<file path="src/sv/rcrc_pkg.sv">
// ----------------------------------------------------------------------------
// rcrc_pkg
// Shared types and constants for the configurable reflected CRC block.
// ----------------------------------------------------------------------------
package rcrc_pkg;

   localparam int CsrIndexWidth = 3;
   localparam int CsrDataWidth  = 16;
   localparam int CrcWidth      = 16;
   localparam int ByteWidth     = 8;

   localparam logic [CsrIndexWidth-1:0] REG_WIDTH_MODE   = 3'd0;
   localparam logic [CsrIndexWidth-1:0] REG_POLY_SIXTEEN = 3'd1;
   localparam logic [CsrIndexWidth-1:0] REG_INIT_SIXTEEN = 3'd2;
   localparam logic [CsrIndexWidth-1:0] REG_POLY_EIGHT   = 3'd3;
   localparam logic [CsrIndexWidth-1:0] REG_INIT_EIGHT   = 3'd4;

   localparam logic        WIDTH_MODE_RESET   = 1'b1;
   localparam logic [15:0] POLY_SIXTEEN_RESET = 16'h1021;
   localparam logic [15:0] INIT_SIXTEEN_RESET = 16'hffff;
   localparam logic [7:0]  POLY_EIGHT_RESET   = 8'h31;
   localparam logic [7:0]  INIT_EIGHT_RESET   = 8'hff;

   typedef struct packed {
      logic        wide;
      logic [15:0] poly_sixteen;
      logic [15:0] init_sixteen;
      logic [7:0]  poly_eight;
      logic [7:0]  init_eight;
   } cfg_type;

   typedef struct packed {
      logic [ByteWidth-1:0] data_byte;
      logic                 byte_present;
      logic                 first_of_message;
      logic                 last_of_message;
   } item_type;

endpackage

</file>
<file path="src/sv/rcrc_csr.sv">
// ----------------------------------------------------------------------------
// rcrc_csr
// Configuration registers: mode, polynomials and start values.
// ----------------------------------------------------------------------------
module rcrc_csr
   import rcrc_pkg::*;
(
   input  logic                     clock,
   input  logic                     reset,
   input  logic                     csr_write_enable,
   input  logic [CsrIndexWidth-1:0] csr_index,
   input  logic [CsrDataWidth-1:0]  csr_wdata,
   output cfg_type                  cfg
);

   cfg_type cfg_ff;
   cfg_type cfg_in;

   always_comb begin
      cfg_in = cfg_ff;
      if (csr_write_enable) begin
         case (csr_index)
            REG_WIDTH_MODE:   cfg_in.wide         = csr_wdata[0];
            REG_POLY_SIXTEEN: cfg_in.poly_sixteen = csr_wdata;
            REG_INIT_SIXTEEN: cfg_in.init_sixteen = csr_wdata;
            REG_POLY_EIGHT:   cfg_in.poly_eight   = csr_wdata[7:0];
            REG_INIT_EIGHT:   cfg_in.init_eight   = csr_wdata[7:0];
            default:          cfg_in = cfg_ff;
         endcase
      end
   end

   always_ff @(posedge clock) begin
      if (reset) begin
         cfg_ff.wide         <= WIDTH_MODE_RESET;
         cfg_ff.poly_sixteen <= POLY_SIXTEEN_RESET;
         cfg_ff.init_sixteen <= INIT_SIXTEEN_RESET;
         cfg_ff.poly_eight   <= POLY_EIGHT_RESET;
         cfg_ff.init_eight   <= INIT_EIGHT_RESET;
      end else begin
         cfg_ff <= cfg_in;
      end
   end

   assign cfg = cfg_ff;

endmodule

</file>
<file path="src/sv/rcrc_fold.sv">
// ----------------------------------------------------------------------------
// rcrc_fold
// One item's CRC update: restart, byte fold over eight shift steps, result.
// ----------------------------------------------------------------------------
module rcrc_fold
   import rcrc_pkg::*;
(
   input  cfg_type              cfg,
   input  item_type             item,
   input  logic [CrcWidth-1:0]  crc_cur,
   output logic [CrcWidth-1:0]  crc_next,
   output logic [CrcWidth-1:0]  crc_result
);

   logic [CrcWidth-1:0] start;
   logic [CrcWidth-1:0] rpoly;
   logic [CrcWidth-1:0] base;
   logic [CrcWidth-1:0] work;
   logic [CrcWidth-1:0] after_byte;

   assign start = cfg.wide ? cfg.init_sixteen : {8'h00, cfg.init_eight};

   always_comb begin
      rpoly = '0;
      if (cfg.wide) begin
         for (int i = 0; i < 16; i++) rpoly[i] = cfg.poly_sixteen[15-i];
      end else begin
         for (int i = 0; i < 8; i++) rpoly[i] = cfg.poly_eight[7-i];
      end
   end

   assign base = item.first_of_message ? start : crc_cur;

   always_comb begin
      work = cfg.wide ? base : {8'h00, base[7:0]};
      work = work ^ {8'h00, item.data_byte};
      for (int k = 0; k < 8; k++) begin
         work = work[0] ? ((work >> 1) ^ rpoly) : (work >> 1);
      end
      if (!cfg.wide) work = {8'h00, work[7:0]};
   end

   assign after_byte = item.byte_present ? work : base;
   assign crc_result = cfg.wide ? after_byte : {8'h00, after_byte[7:0]};
   assign crc_next   = item.last_of_message ? start : after_byte;

endmodule

</file>
<file path="src/sv/reflected_crc_8_16_configurable.sv">
// ----------------------------------------------------------------------------
// reflected_crc_8_16_configurable
// Reflected CRC-8/CRC-16 over a byte stream, polynomial and start configurable.
// Path: a last word goes into the input register, then the fold logic updates
// the running CRC register, which closes the loop, and the result register.
// Throughput: one word per cycle, unless a last word waits on a held result.
// Reset: synchronous; clears the pipeline, sets CRC to the 16-bit start value.
// ----------------------------------------------------------------------------
module reflected_crc_8_16_configurable
   import rcrc_pkg::*;
(
   input  logic                     clock,
   input  logic                     reset,
   input  logic                     csr_write_enable,
   input  logic [CsrIndexWidth-1:0] csr_index,
   input  logic [CsrDataWidth-1:0]  csr_wdata,
   input  logic                     req_valid,
   output logic                     req_ready,
   input  logic [ByteWidth-1:0]     req_data_byte,
   input  logic                     req_byte_present,
   input  logic                     req_first_of_message,
   input  logic                     req_last_of_message,
   output logic                     rsp_valid,
   input  logic                     rsp_ready,
   output logic [CrcWidth-1:0]      rsp_crc_value
);

   cfg_type             cfg;
   item_type            item_ff;
   logic                item_valid_ff;
   logic [CrcWidth-1:0] crc_ff;
   logic [CrcWidth-1:0] crc_in;
   logic [CrcWidth-1:0] crc_result;
   logic                rsp_valid_ff;
   logic [CrcWidth-1:0] rsp_crc_ff;
   logic                advance;
   logic                take;

   rcrc_csr u_csr (
      .clock            (clock),
      .reset            (reset),
      .csr_write_enable (csr_write_enable),
      .csr_index        (csr_index),
      .csr_wdata        (csr_wdata),
      .cfg              (cfg)
   );

   rcrc_fold u_fold (
      .cfg        (cfg),
      .item       (item_ff),
      .crc_cur    (crc_ff),
      .crc_next   (crc_in),
      .crc_result (crc_result)
   );

   // a last word needs the result slot free or draining
   assign advance   = item_valid_ff &&
                      (!item_ff.last_of_message || !rsp_valid_ff || rsp_ready);
   assign req_ready = !item_valid_ff || advance;
   assign take      = req_valid && req_ready;

   always_ff @(posedge clock) begin
      if (reset) begin
         item_valid_ff <= 1'b0;
         rsp_valid_ff  <= 1'b0;
         crc_ff        <= INIT_SIXTEEN_RESET;
      end else begin
         if (take) begin
            item_valid_ff <= 1'b1;
         end else if (advance) begin
            item_valid_ff <= 1'b0;
         end
         if (advance) begin
            crc_ff <= crc_in;
         end
         if (advance && item_ff.last_of_message) begin
            rsp_valid_ff <= 1'b1;
         end else if (rsp_ready) begin
            rsp_valid_ff <= 1'b0;
         end
      end
   end

   always_ff @(posedge clock) begin
      if (take) begin
         item_ff.data_byte        <= req_data_byte;
         item_ff.byte_present     <= req_byte_present;
         item_ff.first_of_message <= req_first_of_message;
         item_ff.last_of_message  <= req_last_of_message;
      end
      if (advance && item_ff.last_of_message) begin
         rsp_crc_ff <= crc_result;
      end
   end

   assign rsp_valid     = rsp_valid_ff;
   assign rsp_crc_value = rsp_crc_ff;

endmodule

</file>
<file path="config.mk">
export PLATFORM = sky130hd
export DESIGN_NAME = reflected_crc_8_16_configurable
export DESIGN_NICKNAME = d
export VERILOG_FILES = /design/src/sv/rcrc_pkg.sv /design/src/sv/rcrc_csr.sv /design/src/sv/rcrc_fold.sv /design/src/sv/reflected_crc_8_16_configurable.sv
export SDC_FILE = /design/constraint.sdc
export NUM_CORES = 1
export LEC_CHECK = 0
export BUFFER_PORTS_ARGS = -buffer_cell sky130_fd_sc_hd__buf_2
export CAP_MARGIN = 20
export CORE_AREA = 2 2 111 113
export DETAILED_ROUTE_END_ITERATION = 7
export DIE_AREA = 0 0 113 115
export PLACE_DENSITY_LB_ADDON = 0.25
export SLEW_MARGIN = 20
export SYNTH_ARGS = -nofsm -noshare
export SYNTH_HDL_FRONTEND = slang
export SYNTH_SLANG_ARGS = --single-unit
</file>
<file path="constraint.sdc">
create_clock -name clock -period 10.8 [get_ports clock]
set_clock_uncertainty 0.1 [all_clocks]
set_input_delay 2.16 -clock clock [delete_from_list [all_inputs] [get_ports clock]]
set_output_delay 2.16 -clock clock [all_outputs]
set_load 0.05 [all_outputs]
</file>
==> results_dict.tcl <==
set metrics [dict create \
    outcome "finished with violations" \
    failed_checks "DRC" \
    multi_input_area_sq_um 4700 \
    io_pins 53 \
    async_flop_share_pct 0 \
    p_per_area_nw_per_um2 144 \
    seq_area_sq_um 2150 \
    root_buffer "clkbuf_16" \
    clock_sinks 94 \
    synth_area_leaders "dfxtp_1 19%, edfxtp_1 11%, nand2_1 8.2%, xnor2_1 7.0%, a21oi_1 4.5%" \
    switching_share_pct 35.5 \
    setup_violations 0 \
    cp.arrival_ns 6.38 \
    nFillCells 974 \
    dp_hpwl_mm 15.4 \
    tritoncts "done" \
    vias 6756 \
    p_leak_nw 2.96 \
    crit_type "flop to flop" \
    clk_latency_ns 0.35 \
    wl_per_cell_um 21.2 \
    slowest_delay_ns 0.69 \
    slew-limit-headroom_pct 32.0 \
    yosys_warnings 0 \
    num_antenna_cells 0 \
    finalCritPeriodShare_pct 57.8 \
    wl_mm 21.3 \
    start_util_pct 60.1 \
    grt_pass1_vias 6190 \
    die-height_um 115 \
    yosysTopAreaCell "dfxtp_1" \
    drt_iter0_markers 895 \
    cts.path.max_buffers 2 \
    dieArea_sq_um 13000 \
    fin_tns_setup_ns 0 \
    intPower_uw 713 \
    row_count 40 \
    core_area_sq_um 11800 \
    critPathMaxFanout 48 \
    syn_area_per_cell_sq_um 8.44 \
    cp-end-kind "flop" \
    p_sw_uw 392 \
    period_needed_ns 6.24 \
    reg2reg_slack_ns 4.56 \
    ant_nets 0 \
    syn_area_sq_um 7100 \
    combPwrFrac_pct 34.7 \
    die_x_um 113 \
    synth_nets 876 \
    antenna_found_initial 0 \
    rsz0062_at_grt "no" \
    slew_viol_final 0 \
    crit_path_start_kind "flop" \
    grt.total_usage_pct 32.8 \
    layout.cells.non_filler 1004 \
    h-tree-depth 3 \
    hp-class "flop to flop" \
    dp_cells 988 \
    clkTransAtPathRegs_ns 0.07 \
    grt_pass1_wl_mm 33.3 \
    grt-ovfl-total 0 \
    crit_chain "buf_4 -> mux2i_1 -> a211o_1 -> nand2_1 -> a32o_1 -> or3_1 -> and2_1 -> a211oi_2 -> o21ai_1 -> xnor2_2 -> xor2_2 -> xor2_2 -> nand2_1 -> xnor3_1 -> a221o_1" \
    nets 887 \
    port_buffers 52 \
    cts_resized 0 \
    synthFlopType "dfxtp_1" \
    drc 1 \
    drv_cap 0 \
    worst_slew_pin_slew_ns 1.01 \
    hold_violations 0 \
    cts_buffers 9 \
    via_per_inst 6.73 \
    fmax_ghz 0.160 \
    syn_to_final_growth_pct 8.05 \
    ys_seq_area_share_pct 30.3 \
    peakVddDrop_v 0.000127 \
    synth_edf_count 27 \
    p_seq_share_pct 35.9 \
    synth_cell_types 82 \
    post_cts_buffers 0 \
    finish.utilization_pct 65.0 \
    cts_hold_buffers 0 \
    synth_top_area_share_pct 18.9 \
    drtPass1Iterations 7 \
    hold_slack_ns 0.370 \
    ys_seq_elements 94 \
    drive_gt1_share_pct 14.5 \
    power.share.clock_pct 29.4 \
    grt_max_degree 69 \
    netlist_instances 841 \
    globalplace.congestion 0.994 \
    slowest_stage "xor2_2" \
    required_ns 10.94 \
]
==> sequential cells by signal, summed over array words and instances, names as in the netlist <==
register       count
rsp_valid          1
crc_ff            16
rsp_crc_value     16
item_ff           11
u_csr.cfg         49
item_valid_ff      1
==> kinds of logic after synthesis <==
group / share of synthesized area, %
and+or+nand+nor: 21.3
AOI/OAI and AO/OA: 24.4
DFF: 30.3
xor gates and xnor gates: 14.4
buffers and inverters: 3.81
muxes: 5.76
==> placed cells by master, fill, tap and decap left out, types with 9 or more instances in the layout <==
| master | Yosys | layout |
|---|---|---|
| a211o_1 | 25 | 25 |
| a211oi_1 | 12 | 12 |
| a21oi_1 | 64 | 64 |
| a31oi_1 | 10 | 9 |
| and3_1 | 17 | 17 |
| buf_2 | 12 | 52 |
| clkbuf_16 | 0 | 10 |
| dfxtp_1 | 67 | 66 |
| edfxtp_1 | 27 | 27 |
| mux2_2 | 14 | 14 |
| mux2i_1 | 16 | 15 |
| nand2_1 | 155 | 155 |
| nand3_1 | 22 | 22 |
| nand3b_1 | 20 | 20 |
| nor2_1 | 40 | 38 |
| nor2b_1 | 19 | 19 |
| nor3_1 | 11 | 11 |
| o211ai_1 | 23 | 23 |
| o21ai_0 | 32 | 32 |
| xnor2_1 | 57 | 57 |
| xnor3_1 | 14 | 14 |
==> worst max-delay path: cells and delay by family (launching register included) <==
family | cells | cell delay [ns]
and+or+nand+nor | 4 | 1.21
xor gates and xnor gates | 4 | 1.86
AOI/OAI and AO/OA | 5 | 1.50
DFF | 1 | 0.31
muxes | 1 | 0.61
buffers and inverters | 1 | 0.51
==> path summary, 6_finish.rpt <==
kind | startpoint | to | cells past startpoint
setup / recovery | u_csr.cfg[48]$_SDFFE_PP1P_ | crc_ff[10]$_SDFFE_PP1P_ | 15
hold / removal | u_csr.cfg[9]$_SDFFE_PP0P_ | u_csr.cfg[9]$_SDFFE_PP0P_ | 2
setup reg to reg | u_csr.cfg[48]$_SDFFE_PP1P_ | crc_ff[10]$_SDFFE_PP1P_ | 15
hold reg to reg | u_csr.cfg[9]$_SDFFE_PP0P_ | u_csr.cfg[9]$_SDFFE_PP0P_ | 2
==> power by group through the flow <==
stage	clock network, mW	logic, mW	registers, mW
2_1_floorplan	0	0.285	0.408
3_3_place_gp	0	0.365	0.402
3_5_place_dp	0	0.371	0.403
4_1_cts	0.327	0.374	0.395
5_1_grt	0.341	0.412	0.397
6_report	0.325	0.384	0.396
==> per-stage QoR <==
step | power (mW) | setup slack [ns] | area (sq um)
after floorplan | 0.693 | 5.75 | 7100
after global placement | 0.767 | 5.04 | 7350
after detailed placement | 0.774 | 4.77 | 7350
after CTS | 1.10 | 4.73 | 7660
after global routing | 1.15 | 4.21 | 7670
final | 1.10 | 4.56 | 7670
==> cell type report <==
| cell class | instances | share of cell area [%] |
|---|---|---|
| clock buffers | 11 | 3.44 |
| inverters | 5 | 0.245 |
| multi-input cells | 683 | 61.2 |
| flip-flops and latches | 94 | 28.1 |
| repair buffers | 59 | 4.08 |
| well taps | 147 | 2.40 |
| clock inverters | 5 | 0.538 |
==> cells in the mapped netlist (12+ instances only) <==
cell type	number
nand2_1	155
dfxtp_1	67
a21oi_1	64
xnor2_1	57
clkbuf_1	40
nor2_1	40
o21ai_0	32
edfxtp_1	27
a211o_1	25
o211ai_1	23
nand3_1	22
nand3b_1	20
nor2b_1	19
and3_1	17
mux2i_1	16
mux2_2	14
xnor3_1	14
a211oi_1	12
buf_2	12
==> per-layer routing <==
layer	vias up	global-route usage [%]	part of all wire, %
li1	3091	-	-
met1	3227	45.5	42
met2	382	51.6	46
met3	56	6.43	9.6
met4	0	11.5	3.0
met5	-	0	0
Power figures use the tool's default switching activity.
